==> src/design/tpsl_pkg.sv <==
// Package for the tape-port serial link host: command and phase types, mode,
// status and register codes, reset values and the front-to-back queue types.
// No dependencies.
package tpsl_pkg;

  // Field widths
  localparam int MODE_W   = 3;
  localparam int BYTE_W   = 8;
  localparam int WORD_W   = 16;
  localparam int CNT_W    = 16;
  localparam int PULSE_W  = 8;
  localparam int BIDX_W   = 5;
  localparam int STATUS_W = 2;
  localparam int ADDR_W   = 3;
  localparam int DATA_BITS = 8;

  // Stream widths
  localparam int IN_DATA_W  = 16;
  localparam int OUT_DATA_W = 16;

  // Defaults for top-level parameters
  localparam int UNLOCK_BITS_DEF = 16;
  localparam int QUEUE_DEPTH_DEF = 4;

  // Mode selector codes
  localparam logic [MODE_W-1:0] MODE_TICK   = 3'd0;
  localparam logic [MODE_W-1:0] MODE_SEND   = 3'd1;
  localparam logic [MODE_W-1:0] MODE_RECV   = 3'd2;
  localparam logic [MODE_W-1:0] MODE_UNLOCK = 3'd3;
  localparam logic [MODE_W-1:0] MODE_STREAM = 3'd4;

  // Unlock status codes
  localparam logic [STATUS_W-1:0] ST_NONE     = 2'd0;
  localparam logic [STATUS_W-1:0] ST_OK       = 2'd1;
  localparam logic [STATUS_W-1:0] ST_SENSE_TO = 2'd2;
  localparam logic [STATUS_W-1:0] ST_PULSE_TO = 2'd3;

  // Configuration register indexes
  localparam logic [ADDR_W-1:0] REG_SENSE_TIMEOUT = 3'd0;
  localparam logic [ADDR_W-1:0] REG_PULSE_TIMEOUT = 3'd1;
  localparam logic [ADDR_W-1:0] REG_DELAY_TICKS   = 3'd2;
  localparam logic [ADDR_W-1:0] REG_PULSE_COUNT   = 3'd3;
  localparam logic [ADDR_W-1:0] REG_UNLOCK_CODE   = 3'd4;

  // Register reset values
  localparam logic [CNT_W-1:0]   RST_SENSE_TIMEOUT = 16'd30000;
  localparam logic [CNT_W-1:0]   RST_PULSE_TIMEOUT = 16'd10000;
  localparam logic [CNT_W-1:0]   RST_DELAY_TICKS   = 16'd1000;
  localparam logic [PULSE_W-1:0] RST_PULSE_COUNT   = 8'd100;
  localparam logic [WORD_W-1:0]  RST_UNLOCK_CODE   = 16'hfce2;

  // Classified command of one tick
  typedef enum logic [2:0] {
    CMD_NONE,
    CMD_SEND,
    CMD_RECV,
    CMD_UNLOCK,
    CMD_STREAM
  } cmd_t;

  // Sequencer phases
  typedef enum logic [4:0] {
    PH_IDLE, PH_SEND_WAIT, PH_SEND_HI, PH_SEND_LO, PH_SEND_END, PH_SEND_REL,
    PH_RECV_WAIT, PH_RECV_SETTLE, PH_RECV_LO, PH_RECV_HI, PH_RECV_SAMPLE,
    PH_U_D0, PH_U_SLOW, PH_U_D1, PH_U_D2, PH_U_D3, PH_U_D4, PH_U_SHIGH,
    PH_U_D5, PH_U_PULSE, PH_STREAM_D
  } phase_t;

  // One queued tick
  typedef struct packed {
    cmd_t              cmd;
    logic [BYTE_W-1:0] tx_byte;
    logic              sense_in;
    logic              pulse_seen;
  } item_t;

  // Queue head as seen by the back end
  typedef struct packed {
    logic  valid;
    item_t item;
  } queue_head_t;

endpackage

==> src/design/tape_port_serial_link_host.sv <==
// Top level of the tape-port serial link host: ties the classifying front end,
// its tick queue and the line sequencer together.
// Depends on tpsl_pkg, tpsl_front and tpsl_back.

// Each input transaction is one timing tick of the link and yields exactly one
// result transaction with the line levels after that tick. The block takes one
// tick per clock cycle while the queue has room: the front end classifies the
// mode and pushes the tick into a QUEUE_DEPTH-entry queue, and the sequencer
// retires one queued tick per cycle while the output is free, so a tick is
// registered in its queue entry and its result then in m_tdata. Throughput
// drops only when the output register is held by m_tready low; the queue then
// absorbs up to QUEUE_DEPTH ticks before s_tready falls. Configuration writes
// take effect on the next edge and are meant for idle periods. UNLOCK_BITS
// (8 to 16) sets how many low bits of the unlock code are shifted out.
module tape_port_serial_link_host #(
  parameter int UNLOCK_BITS = tpsl_pkg::UNLOCK_BITS_DEF,
  parameter int QUEUE_DEPTH = tpsl_pkg::QUEUE_DEPTH_DEF
) (
  input  logic                             clk,
  input  logic                             rst,
  input  logic                             s_tvalid,
  output logic                             s_tready,
  // tx_byte [7:0], sense_in [8], pulse_seen [9], zero fill [15:10]
  input  logic [tpsl_pkg::IN_DATA_W-1:0]   s_tdata,
  // mode [2:0]
  input  logic [tpsl_pkg::MODE_W-1:0]      s_tuser,
  output logic                             m_tvalid,
  input  logic                             m_tready,
  // motor_on [0], write_level [1], sense_drive [2], sense_level [3],
  // busy_res [4], done_res [5], rx_byte [13:6], status [15:14]
  output logic [tpsl_pkg::OUT_DATA_W-1:0]  m_tdata,
  input  logic                             cfg_we,
  input  logic [tpsl_pkg::ADDR_W-1:0]      cfg_addr,
  input  logic [tpsl_pkg::WORD_W-1:0]      cfg_data
);

  tpsl_pkg::queue_head_t head;
  logic                  pop;

  tpsl_front #(
    .QUEUE_DEPTH (QUEUE_DEPTH)
  ) u_front (
    .clk      (clk),
    .rst      (rst),
    .s_tvalid (s_tvalid),
    .s_tready (s_tready),
    .s_tdata  (s_tdata),
    .s_tuser  (s_tuser),
    .head     (head),
    .pop      (pop)
  );

  tpsl_back #(
    .UNLOCK_BITS (UNLOCK_BITS)
  ) u_back (
    .clk      (clk),
    .rst      (rst),
    .cfg_we   (cfg_we),
    .cfg_addr (cfg_addr),
    .cfg_data (cfg_data),
    .head     (head),
    .pop      (pop),
    .m_tvalid (m_tvalid),
    .m_tready (m_tready),
    .m_tdata  (m_tdata)
  );

`ifndef ASSERT_OFF
  // A finished command leaves the sequencer idle
  assert property (@(posedge clk) disable iff (rst)
    (m_tvalid && m_tdata[5]) |-> !m_tdata[4])
    else $error("done reported while still busy");

  // Status and received byte appear only on the finishing tick
  assert property (@(posedge clk) disable iff (rst)
    (m_tvalid && ((m_tdata[15:14] != tpsl_pkg::ST_NONE) || (m_tdata[13:6] != '0)))
      |-> m_tdata[5])
    else $error("status or rx byte without done");

  // A full queue always offers work to the sequencer
  assert property (@(posedge clk) disable iff (rst)
    !s_tready |-> head.valid)
    else $error("queue reports full but has no head entry");

  // The queue is popped only when it holds a tick
  assert property (@(posedge clk) disable iff (rst)
    pop |-> head.valid)
    else $error("pop from an empty queue");
`endif

endmodule

==> src/design/tpsl_front.sv <==
// Front end of the tape-port link host: accepts tick transactions, classifies
// the mode selector into a command and holds them in a short queue.
// Depends on tpsl_pkg.
module tpsl_front #(
  parameter int QUEUE_DEPTH = tpsl_pkg::QUEUE_DEPTH_DEF
) (
  input  logic                             clk,
  input  logic                             rst,
  input  logic                             s_tvalid,
  output logic                             s_tready,
  // tx_byte [7:0], sense_in [8], pulse_seen [9], zero fill [15:10]
  input  logic [tpsl_pkg::IN_DATA_W-1:0]   s_tdata,
  // mode [2:0]
  input  logic [tpsl_pkg::MODE_W-1:0]      s_tuser,
  output tpsl_pkg::queue_head_t            head,
  input  logic                             pop
);

  localparam int PTR_W   = (QUEUE_DEPTH > 1) ? $clog2(QUEUE_DEPTH) : 1;
  localparam int COUNT_W = $clog2(QUEUE_DEPTH + 1);

  tpsl_pkg::item_t     entries [QUEUE_DEPTH];
  tpsl_pkg::item_t     in_item;
  logic [PTR_W-1:0]    wr_ptr;
  logic [PTR_W-1:0]    rd_ptr;
  logic [COUNT_W-1:0]  count;
  logic                push;
  logic                do_pop;

  // Classify the mode selector
  always_comb begin
    in_item.tx_byte    = s_tdata[tpsl_pkg::BYTE_W-1:0];
    in_item.sense_in   = s_tdata[tpsl_pkg::BYTE_W];
    in_item.pulse_seen = s_tdata[tpsl_pkg::BYTE_W+1];
    unique case (s_tuser)
      tpsl_pkg::MODE_SEND:   in_item.cmd = tpsl_pkg::CMD_SEND;
      tpsl_pkg::MODE_RECV:   in_item.cmd = tpsl_pkg::CMD_RECV;
      tpsl_pkg::MODE_UNLOCK: in_item.cmd = tpsl_pkg::CMD_UNLOCK;
      tpsl_pkg::MODE_STREAM: in_item.cmd = tpsl_pkg::CMD_STREAM;
      default:               in_item.cmd = tpsl_pkg::CMD_NONE;
    endcase
  end

  assign s_tready   = (count != COUNT_W'(QUEUE_DEPTH));
  assign push       = s_tvalid && s_tready;
  assign do_pop     = pop && (count != '0);
  assign head.valid = (count != '0);
  assign head.item  = entries[rd_ptr];

  // Store incoming ticks
  always_ff @(posedge clk) begin
    if (push) begin
      entries[wr_ptr] <= in_item;
    end
  end

  // Advance pointers and fill count
  always_ff @(posedge clk) begin
    if (rst) begin
      wr_ptr <= '0;
      rd_ptr <= '0;
      count  <= '0;
    end else begin
      if (push) begin
        wr_ptr <= (wr_ptr == PTR_W'(QUEUE_DEPTH - 1)) ? '0 : wr_ptr + 1'b1;
      end
      if (do_pop) begin
        rd_ptr <= (rd_ptr == PTR_W'(QUEUE_DEPTH - 1)) ? '0 : rd_ptr + 1'b1;
      end
      if (push && !do_pop) begin
        count <= count + 1'b1;
      end else if (do_pop && !push) begin
        count <= count - 1'b1;
      end
    end
  end

endmodule

==> src/design/tpsl_back.sv <==
// Back end of the tape-port link host: configuration registers, the result
// register, and the line sequencer: one queued tick per cycle when unstalled.
// Depends on tpsl_pkg.
module tpsl_back #(
  parameter int UNLOCK_BITS = tpsl_pkg::UNLOCK_BITS_DEF
) (
  input  logic                             clk,
  input  logic                             rst,
  input  logic                             cfg_we,
  input  logic [tpsl_pkg::ADDR_W-1:0]      cfg_addr,
  input  logic [tpsl_pkg::WORD_W-1:0]      cfg_data,
  input  tpsl_pkg::queue_head_t            head,
  output logic                             pop,
  output logic                             m_tvalid,
  input  logic                             m_tready,
  // motor_on [0], write_level [1], sense_drive [2], sense_level [3],
  // busy_res [4], done_res [5], rx_byte [13:6], status [15:14]
  output logic [tpsl_pkg::OUT_DATA_W-1:0]  m_tdata
);

  // Configuration registers
  logic [tpsl_pkg::CNT_W-1:0]   sense_timeout;
  logic [tpsl_pkg::CNT_W-1:0]   pulse_timeout;
  logic [tpsl_pkg::CNT_W-1:0]   delay_ticks;
  logic [tpsl_pkg::PULSE_W-1:0] pulse_count;
  logic [tpsl_pkg::WORD_W-1:0]  unlock_code;

  // Sequencer state
  tpsl_pkg::phase_t             phase, phase_next;
  logic [tpsl_pkg::WORD_W-1:0]  shift_reg, shift_reg_next;
  logic [tpsl_pkg::BIDX_W-1:0]  bit_index, bit_index_next;
  logic [tpsl_pkg::CNT_W-1:0]   wait_counter, wait_counter_next;
  logic [tpsl_pkg::PULSE_W-1:0] pulses_left, pulses_left_next;
  logic motor, motor_next;
  logic wr_line, wr_line_next;
  logic drive, drive_next;
  logic level, level_next;

  // Per-tick results
  logic                          done;
  logic [tpsl_pkg::BYTE_W-1:0]   rx;
  logic [tpsl_pkg::STATUS_W-1:0] status;
  logic                          advance;
  logic                          cnt_exp;
  logic [tpsl_pkg::CNT_W-1:0]    cnt_dec;
  logic [tpsl_pkg::BIDX_W-1:0]   bidx_inc;
  logic [tpsl_pkg::WORD_W-1:0]   code_aligned;
  logic [tpsl_pkg::WORD_W-1:0]   shift_left;
  tpsl_pkg::item_t               it;

  assign it           = head.item;
  assign advance      = head.valid && (!m_tvalid || m_tready);
  assign pop          = advance;
  assign cnt_exp      = (wait_counter <= tpsl_pkg::CNT_W'(1));
  assign cnt_dec      = wait_counter - 1'b1;
  assign bidx_inc     = bit_index + 1'b1;
  assign shift_left   = {shift_reg[tpsl_pkg::WORD_W-2:0], 1'b0};
  assign code_aligned = tpsl_pkg::WORD_W'(unlock_code << (tpsl_pkg::WORD_W - UNLOCK_BITS));

  // Write configuration registers
  always_ff @(posedge clk) begin
    if (rst) begin
      sense_timeout <= tpsl_pkg::RST_SENSE_TIMEOUT;
      pulse_timeout <= tpsl_pkg::RST_PULSE_TIMEOUT;
      delay_ticks   <= tpsl_pkg::RST_DELAY_TICKS;
      pulse_count   <= tpsl_pkg::RST_PULSE_COUNT;
      unlock_code   <= tpsl_pkg::RST_UNLOCK_CODE;
    end else if (cfg_we) begin
      unique case (cfg_addr)
        tpsl_pkg::REG_SENSE_TIMEOUT: sense_timeout <= cfg_data;
        tpsl_pkg::REG_PULSE_TIMEOUT: pulse_timeout <= cfg_data;
        tpsl_pkg::REG_DELAY_TICKS:   delay_ticks   <= cfg_data;
        tpsl_pkg::REG_PULSE_COUNT:   pulse_count   <= cfg_data[tpsl_pkg::PULSE_W-1:0];
        tpsl_pkg::REG_UNLOCK_CODE:   unlock_code   <= cfg_data;
        default: ;
      endcase
    end
  end

  // Hold sequencer state
  always_ff @(posedge clk) begin
    if (rst) begin
      phase        <= tpsl_pkg::PH_IDLE;
      shift_reg    <= '0;
      bit_index    <= '0;
      wait_counter <= '0;
      pulses_left  <= '0;
      motor        <= 1'b0;
      wr_line      <= 1'b0;
      drive        <= 1'b0;
      level        <= 1'b0;
    end else if (advance) begin
      phase        <= phase_next;
      shift_reg    <= shift_reg_next;
      bit_index    <= bit_index_next;
      wait_counter <= wait_counter_next;
      pulses_left  <= pulses_left_next;
      motor        <= motor_next;
      wr_line      <= wr_line_next;
      drive        <= drive_next;
      level        <= level_next;
    end
  end

  // Next phase and line levels for one tick
  always_comb begin
    phase_next        = phase;
    shift_reg_next    = shift_reg;
    bit_index_next    = bit_index;
    wait_counter_next = wait_counter;
    pulses_left_next  = pulses_left;
    motor_next        = motor;
    wr_line_next      = wr_line;
    drive_next        = drive;
    level_next        = level;
    done              = 1'b0;
    rx                = '0;
    status            = tpsl_pkg::ST_NONE;
    unique case (phase)
      tpsl_pkg::PH_IDLE: begin
        unique case (it.cmd)
          tpsl_pkg::CMD_SEND: begin
            shift_reg_next = tpsl_pkg::WORD_W'(it.tx_byte);
            bit_index_next = '0;
            phase_next     = tpsl_pkg::PH_SEND_WAIT;
          end
          tpsl_pkg::CMD_RECV: begin
            shift_reg_next = '0;
            bit_index_next = '0;
            phase_next     = tpsl_pkg::PH_RECV_WAIT;
          end
          tpsl_pkg::CMD_UNLOCK: begin
            shift_reg_next    = code_aligned;
            bit_index_next    = '0;
            wr_line_next      = 1'b0;
            motor_next        = 1'b1;
            wait_counter_next = delay_ticks;
            phase_next        = tpsl_pkg::PH_U_D0;
          end
          tpsl_pkg::CMD_STREAM: begin
            motor_next        = 1'b1;
            wait_counter_next = delay_ticks;
            phase_next        = tpsl_pkg::PH_STREAM_D;
          end
          default: ;
        endcase
      end
      tpsl_pkg::PH_SEND_WAIT: begin
        if (it.sense_in) begin
          drive_next = 1'b1;
          phase_next = tpsl_pkg::PH_SEND_HI;
        end
      end
      tpsl_pkg::PH_SEND_HI: begin
        level_next   = shift_reg[tpsl_pkg::DATA_BITS-1];
        wr_line_next = 1'b1;
        phase_next   = tpsl_pkg::PH_SEND_LO;
      end
      tpsl_pkg::PH_SEND_LO: begin
        wr_line_next   = 1'b0;
        shift_reg_next = {{(tpsl_pkg::WORD_W-tpsl_pkg::DATA_BITS){1'b0}},
                          shift_left[tpsl_pkg::DATA_BITS-1:0]};
        bit_index_next = bidx_inc;
        phase_next     = (bidx_inc >= tpsl_pkg::BIDX_W'(tpsl_pkg::DATA_BITS)) ?
                         tpsl_pkg::PH_SEND_END : tpsl_pkg::PH_SEND_HI;
      end
      tpsl_pkg::PH_SEND_END: begin
        level_next = 1'b1;
        phase_next = tpsl_pkg::PH_SEND_REL;
      end
      tpsl_pkg::PH_SEND_REL: begin
        level_next = 1'b0;
        drive_next = 1'b0;
        done       = 1'b1;
        phase_next = tpsl_pkg::PH_IDLE;
      end
      tpsl_pkg::PH_RECV_WAIT: begin
        if (it.sense_in) begin
          wr_line_next = 1'b1;
          phase_next   = tpsl_pkg::PH_RECV_SETTLE;
        end
      end
      tpsl_pkg::PH_RECV_SETTLE: phase_next = tpsl_pkg::PH_RECV_LO;
      tpsl_pkg::PH_RECV_LO: begin
        wr_line_next = 1'b0;
        phase_next   = tpsl_pkg::PH_RECV_HI;
      end
      tpsl_pkg::PH_RECV_HI: begin
        wr_line_next = 1'b1;
        phase_next   = tpsl_pkg::PH_RECV_SAMPLE;
      end
      tpsl_pkg::PH_RECV_SAMPLE: begin
        shift_reg_next = {{(tpsl_pkg::WORD_W-tpsl_pkg::DATA_BITS){1'b0}},
                          shift_reg[tpsl_pkg::DATA_BITS-2:0], it.sense_in};
        bit_index_next = bidx_inc;
        if (bidx_inc >= tpsl_pkg::BIDX_W'(tpsl_pkg::DATA_BITS)) begin
          wr_line_next = 1'b0;
          rx           = shift_reg_next[tpsl_pkg::BYTE_W-1:0];
          done         = 1'b1;
          phase_next   = tpsl_pkg::PH_IDLE;
        end else begin
          phase_next = tpsl_pkg::PH_RECV_LO;
        end
      end
      tpsl_pkg::PH_U_D0: begin
        if (cnt_exp) begin
          wait_counter_next = sense_timeout;
          phase_next        = tpsl_pkg::PH_U_SLOW;
        end else begin
          wait_counter_next = cnt_dec;
        end
      end
      tpsl_pkg::PH_U_SLOW: begin
        if (!it.sense_in) begin
          motor_next        = 1'b0;
          wait_counter_next = delay_ticks;
          phase_next        = tpsl_pkg::PH_U_D1;
        end else if (cnt_exp) begin
          status     = tpsl_pkg::ST_SENSE_TO;
          done       = 1'b1;
          phase_next = tpsl_pkg::PH_IDLE;
        end else begin
          wait_counter_next = cnt_dec;
        end
      end
      tpsl_pkg::PH_U_D1: begin
        if (cnt_exp) begin
          wr_line_next      = shift_reg[tpsl_pkg::WORD_W-1];
          shift_reg_next    = shift_left;
          bit_index_next    = bidx_inc;
          wait_counter_next = delay_ticks;
          phase_next        = tpsl_pkg::PH_U_D2;
        end else begin
          wait_counter_next = cnt_dec;
        end
      end
      tpsl_pkg::PH_U_D2: begin
        if (cnt_exp) begin
          motor_next        = 1'b1;
          wait_counter_next = delay_ticks;
          phase_next        = tpsl_pkg::PH_U_D3;
        end else begin
          wait_counter_next = cnt_dec;
        end
      end
      tpsl_pkg::PH_U_D3: begin
        if (cnt_exp) begin
          motor_next        = 1'b0;
          wait_counter_next = delay_ticks;
          if (bit_index < tpsl_pkg::BIDX_W'(UNLOCK_BITS)) begin
            // Shift out the next code bit
            wr_line_next   = shift_reg[tpsl_pkg::WORD_W-1];
            shift_reg_next = shift_left;
            bit_index_next = bidx_inc;
            phase_next     = tpsl_pkg::PH_U_D2;
          end else begin
            phase_next = tpsl_pkg::PH_U_D4;
          end
        end else begin
          wait_counter_next = cnt_dec;
        end
      end
      tpsl_pkg::PH_U_D4: begin
        if (cnt_exp) begin
          wr_line_next      = 1'b1;
          wait_counter_next = sense_timeout;
          phase_next        = tpsl_pkg::PH_U_SHIGH;
        end else begin
          wait_counter_next = cnt_dec;
        end
      end
      tpsl_pkg::PH_U_SHIGH: begin
        if (it.sense_in) begin
          wait_counter_next = delay_ticks;
          phase_next        = tpsl_pkg::PH_U_D5;
        end else if (cnt_exp) begin
          status     = tpsl_pkg::ST_SENSE_TO;
          done       = 1'b1;
          phase_next = tpsl_pkg::PH_IDLE;
        end else begin
          wait_counter_next = cnt_dec;
        end
      end
      tpsl_pkg::PH_U_D5: begin
        if (cnt_exp) begin
          pulses_left_next  = pulse_count;
          wait_counter_next = pulse_timeout;
          phase_next        = tpsl_pkg::PH_U_PULSE;
        end else begin
          wait_counter_next = cnt_dec;
        end
      end
      tpsl_pkg::PH_U_PULSE: begin
        if (it.pulse_seen) begin
          if (pulses_left <= tpsl_pkg::PULSE_W'(1)) begin
            pulses_left_next = '0;
            wr_line_next     = 1'b0;
            status           = tpsl_pkg::ST_OK;
            done             = 1'b1;
            phase_next       = tpsl_pkg::PH_IDLE;
          end else begin
            pulses_left_next  = pulses_left - 1'b1;
            wait_counter_next = pulse_timeout;
          end
        end else if (cnt_exp) begin
          status     = tpsl_pkg::ST_PULSE_TO;
          done       = 1'b1;
          phase_next = tpsl_pkg::PH_IDLE;
        end else begin
          wait_counter_next = cnt_dec;
        end
      end
      tpsl_pkg::PH_STREAM_D: begin
        if (cnt_exp) begin
          done       = 1'b1;
          phase_next = tpsl_pkg::PH_IDLE;
        end else begin
          wait_counter_next = cnt_dec;
        end
      end
      default: phase_next = tpsl_pkg::PH_IDLE;
    endcase
  end

  // Output valid flag
  always_ff @(posedge clk) begin
    if (rst) begin
      m_tvalid <= 1'b0;
    end else if (advance) begin
      m_tvalid <= 1'b1;
    end else if (m_tready) begin
      m_tvalid <= 1'b0;
    end
  end

  // Capture the result of each tick
  always_ff @(posedge clk) begin
    if (advance) begin
      m_tdata <= {status, rx, done, (phase_next != tpsl_pkg::PH_IDLE),
                  level_next, drive_next, wr_line_next, motor_next};
    end
  end

endmodule

==> config.mk <==
export PLATFORM = sky130hd
export DESIGN_NAME = tape_port_serial_link_host
export DESIGN_NICKNAME = d
export VERILOG_FILES = /design/src/design/tpsl_pkg.sv /design/src/design/tape_port_serial_link_host.sv /design/src/design/tpsl_front.sv /design/src/design/tpsl_back.sv
export SDC_FILE = /design/constraint.sdc
export NUM_CORES = 1
export LEC_CHECK = 0
export BUFFER_PORTS_ARGS = -buffer_cell sky130_fd_sc_hd__buf_2
export CAP_MARGIN = 10
export CORE_UTILIZATION = 35
export CTS_BUF_LIST = sky130_fd_sc_hd__clkbuf_8
export CTS_CLUSTER_DIAMETER = 150
export CTS_CLUSTER_SIZE = 30
export DETAILED_ROUTE_END_ITERATION = 10
export GPL_TIMING_DRIVEN = 0
export PLACE_DENSITY = 0.56
export SYNTH_ARGS = -nofsm -noshare
export SYNTH_HDL_FRONTEND = slang
export SYNTH_SLANG_ARGS = --single-unit
==> constraint.sdc <==
create_clock -name clk -period 2.6 [get_ports clk]
set_input_delay 0.13 -clock clk [delete_from_list [all_inputs] [get_ports clk]]
set_output_delay 0.13 -clock clk [all_outputs]
set_load 0.02 [all_outputs]
* After elaboration in Yosys (flattened, before gate mapping) *
Memories as Yosys holds them, arrays and structs flattened. A register that Yosys moved wholly into a read port is not among the register bits.
Index checks and enable logic that the tools add are counted.

word-level totals
  bits in writable memories = 52
  output and inout bits = 18
  register bits after elaboration = 150
  memories kept = 1

cells by class
  muxes and demuxes = 85
  equality and inequality tests = 44
  reduce and logical (&&, ||, !) cells = 36
  $add $sub $neg = 7
  magnitude comparators = 4

memories
  name             words  width  rd ports  clocked after Yosys merged registers in  wr ports  RTL line          text
  u_front.entries  4      13     1         1                                        1         tpsl_front.sv:22  tpsl_pkg::item_t entries [QUEUE_DEPTH];

operators by type and width
  kind                                                                     count
  16-bit 2-to-1 mux                                                        12
  16-bit case mux with 8 select lines                                      1
  5-bit case mux with 20 select lines                                      1
  5-bit 2-to-1 mux                                                         18
  16-bit case mux with 5 select lines                                      1
  16-bit case mux with 3 select lines                                      1
  5-bit by 4-bit == test with 1-bit output, second input constant          8
  5-bit case mux with 4 select lines                                       2
  5-bit == test, second input constant                                     5
  1-bit 2-to-1 mux                                                         25
  8-bit 2-to-1 mux                                                         3
  5-bit by 3-bit == test with 1-bit output, second input constant          4
  3-bit by 2-bit == test with 1-bit output, second input constant          6
  2-bit 2-to-1 mux                                                         9
  16-bit by 1-bit <= comparator with 1-bit output, second input constant   1
  8-bit case mux with 2 select lines                                       1
  16-bit by 1-bit subtractor with 16-bit output, second input constant     1
  3-bit case mux with 4 select lines                                       1
  2-bit AND reduction                                                      6
  6-bit AND reduction                                                      2
  5-bit by 2-bit == test with 1-bit output, second input constant          2
  2-bit by 1-bit inequality test with 1-bit output, second input constant  5
  5-bit nonzero test                                                       2
  2-bit OR reduction                                                       5
  34 further kinds                                                         54

* Depth between registers and ports, before layout *
  word-level depth = 7
  gate-level depth with buffers = 11
  mapped depth without buffers = 10

* Cells and area by module *
Synthesis repeated with hierarchy kept, for this count alone.

second synthesis, totals
  cells, all modules = 1094
  area, all modules = 9957.0 µm²

by module, submodules not included
  module      cells an instance  area an instance (µm²)  seq. area each (µm²)  instances
  tpsl_back   976                7587.3                  3022.9                1
  tpsl_front  118                2369.8                  1741.7                1

* Worst setup path before layout *
Ideal clock, no wire load.

  path kind = register to register
  from = reg (tool-made name)
  to = reg u_back.wait_counter[13] (netlist name)
  period minus slack after synthesis = 2.597 ns
  buffers on the path = 1
  data arrival time = 2.460 ns
  stages on the path, launching flop included = 9
  slack = 0.003 ns
  setup time = 0.137 ns
  data required time = 2.463 ns
  cell sequence = dfxtp_1 > mux4_2 > and3_1 > or4_1 > buf_6 > nor2_8 > o21ai_2 > a222oi_1 > a211oi_1

RTL lines
  what                  RTL line         text
  end signal, assigned  tpsl_back.sv:96  wait_counter <= wait_counter_next;
  end, declared         tpsl_back.sv:32  logic [tpsl_pkg::CNT_W-1:0] wait_counter, wait_counter_next;

==> summary.md <==
| Metric | Value |
|---|---|
| Syn Area/Cell | `9.024 sq um` |
| Top reg by flops | `u_front.entries` |
| Detailed Route WL | `31750 um` |
| Flops & latches, synth | `roughly 200` |
| Main flop type after synthesis | `dfxtp_1` |
| Antenna Cells | `0` |
| Failing checks | `negative setup slack` |
| Worst Slack Setup Final | `-0.01189 ns` |
| Layout cells sized above 1 | `16.42%` |
| I/O pins | `61` |
| Final Max Tran Viols | `0` |
| Post-route ant nets | `0` |
| Final worst-path cycle share | `100.5%` |
| R2r worst-path depth | `8` |
| Worst slew margin | `about 44%` |
| Remaining DRCs | `0` |
| Die ar. | `29270 sq um` |
| Post-synthesis xor/xnor area fraction | `about 1.4%` |
| Yosys warning count | `0` |
| Clock Pin Slew Worst Setup and Hold Paths | `0.19 ns` |
| Cell area after synthesis | `~10000 sq um` |
| CP Launch Type | `flop` |
| Static leakage | `4.291 nW` |
| CTS tree | `built` |
| Area contributors post-synth | `dfxtp_1 (27%), edfxtp_1 (20%), nand2_1 (8.3%), a21oi_1 (4.6%), nor2_1 (3.5%)` |
| WHS Path Cells | `4` |
| Async S/R FF share, synth | `0%` |
| Pwr Density | `983.5 nW/um^2` |
| Largest net degree at the start of global routing | `32` |
| Worst min-delay path class | `in2reg` |
| Area leader, netlist | `dfxtp_1` |
| Setup TNS | `-0.01189 ns` |
| Final Hold Viols | `0` |
| DR WL/cell | `19.67 um` |
| Vias in the first global route | `8693` |
| Post-synth EDFFs | `68` |
| Adder-cell share of the synthesized area | `1.700%` |
| Largest register FFs | `52` |
| Chip Height | `171.1 um` |
| Clk_lat worst skew | `approximately 0.54 ns` |
| CORE AREA | `27930 sq um` |
| Antenna violations before repair | `0` |
| DP Cell Count | `1541` |
| GPL Wtd Cong | `slightly above 0.9` |
| Root Buffer | `clkbuf_8` |
| Largest family of logic cells by synthesized area | `simple AND/OR/NAND/NOR gates` |
| Total CTS buffers | `10` |
| Crit-path max FO | `8` |
| Worst Path Arrival | `2.91 ns` |
| Commonest non-fill, non-tap cell in the layout | `nand2_1` |
| Max IR drop VDD | `462.6 uV` |
| RSZ-0062 raised after global routing | `true` |
| Longest Clk Path Bufs | `3` |
| Area Overhead vs Synth | `18.42%` |
| Vias per cell | `5.584` |
| Outcome | `finished, violations left` |
| # setup viols final | `1` |
| Post-synthesis mux area share | `3.226%` |
| Fin crit period | `about 2.6 ns` |
| Most frequent cells in the layout | `nand2_1 (219), dfxtp_1 (127), a21oi_1 (89), nor2_1 (88), edfxtp_1 (68)` |
| Synth top area share | `27.21%` |
| Final non-filler cell total | `1614` |
| Die W | `171.1 um` |
| MaxCap Viol Count | `0` |
| Number of port buffers | `53` |
| Routed via count | `9012` |
| Starting Density | `35.82%` |
| Metal3 WL | `2113 um` |
| Routed wl met2 | `14730 um` |
| Simple-Gate Fraction of Synth Area | `23.78%` |
| FP Rows | `61` |
| Global Route Usage Sum | `21.68%` |
| Total gr overflow | `0` |
| First-pass GRT wire length | `49070 um` |
| # H-tree levels | `1` |
| Synth Area in Compound Gates | `18.17%` |
| Endpoint class of the critical path | `flop` |
| Detail Placement HPWL | `roughly 22000 um` |
| Req. time, crit path | `2.90 ns` |
| Net count reported at finish | `1290` |
| Gate Count Post-Synth | `1109` |
| First drt pass iteration count | `5` |
| Met1 Wirelength | `13830 um` |
| Post-synthesis sequential area ratio | `47.61%` |
| Clock sinks | `204` |
| Distinct cells, synth | `80` |
| Highest metal used | `met4` |
| Initial drt markers | `between 800 and 900` |
| Maximum clock skew at final layout | `0.02120 ns` |
| Least-Margin Pin Slew | `0.8355 ns` |
| Syn nets | `1165` |
| FMAX | `0.3829 GHz` |
| Crit Path Category | `reg2reg` |
## path summary, 6_finish.rpt
| path | to | slack (ns) | from |
|---|---|---|---|
| setup / recovery | u_back.m_tdata[4]$_DFFE_PP_ | -0.01 | flop |
| hold / removal | u_back.delay_ticks[0]$_SDFFE_PP0P_ | 0.09 | cfg_addr[0] |
| setup reg to reg | u_back.m_tdata[4]$_DFFE_PP_ | -0.01 | flop |
| hold reg to reg | u_back.sense_timeout[11]$_SDFFE_PP0P_ | 0.47 | u_back.sense_timeout[11]$_SDFFE_PP0P_ |
## synth_stat cells (16+ instances only)
| library cell | number |
|---|---|
| a22oi_1 | 21 |
| a21oi_1 | 92 |
| dfxtp_1 | 136 |
| nand2_1 | 220 |
| a211oi_1 | 19 |
| nor3_1 | 35 |
| nand3b_1 | 37 |
| inv_1 | 16 |
| o21ai_0 | 23 |
| nor2_1 | 92 |
| and2_1 | 17 |
| edfxtp_1 | 68 |
| nand3_1 | 28 |
| clkbuf_1 | 65 |
## metrics by stage
stage	utilization, %	hold slack (ns)	total power, mW	cell area, sq um	setup WS [ns]
finish	42.42	0.08614	11.65	11850	-0.01189
global route	42.42	0.09206	12.33	11850	-0.07383
CTS	41.49	0.06792	11.22	11590	-0.1079
detailed placement	38.56	0.3512	9.262	10770	-0.7670
global placement	38.47	0.3455	9.198	10750	-0.8321
floorplan	-	0.2289	7.718	10010	0.002885
## layer usage
metal	vias up	track usage [%]
li1	4268	-
met1	4337	28.72
met2	336	36.34
met3	71	3.007
met4	0	6.871
met5	-	0
## worst max-delay path, stage by stage (launching register included)
cell and delay (ns):
dfxtp_4 0.43, mux4_2 0.57, buf_4 0.20, o2111ai_1 0.19
o21ai_0 0.12, a222oi_1 0.37, o31ai_1 0.19, nor3_2 0.19
nand4_1 0.13
## power by group
part / switching, mW / leakage (nW) / internal (mW)
registers: 0.352 / 1.75 / 3.84
clock network: 0.994 / 0.0939 / 0.397
logic: 3.57 / 2.45 / 2.50
## cell families after synthesis
kind of cell	Yosys count
adders and majority gates	13
muxes	16
xor gates and xnor gates	16
AOI/OAI and AO/OA	265
DFF	204
and+or+nand+nor	495
buffers and inverters	100
## final cells by class
class | instances | area (sq um)
repair buffers | 122 | 907.1
fillers | 2854 | 16080
clock buffers | 11 | 151.4
well taps | 378 | 473.0
inverters | 16 | 60.06
flip-flops and latches | 204 | 4783
clock inverters | 3 | 16.27
plain buffers | 75 | 431.7
multi-input cells | 805 | 5027
## what timing repair did
action | in CTS | in global routing
endpoints found under the hold margin | 126 | 0
gates resized for setup | 63 | 45
pin swaps | 16 | 19
buffers inserted | 18 | 19
setup endpoints to repair | 57 | 44
hold buffers | 32 | 0
No activity file was read; power rests on OpenSTA's default activity.
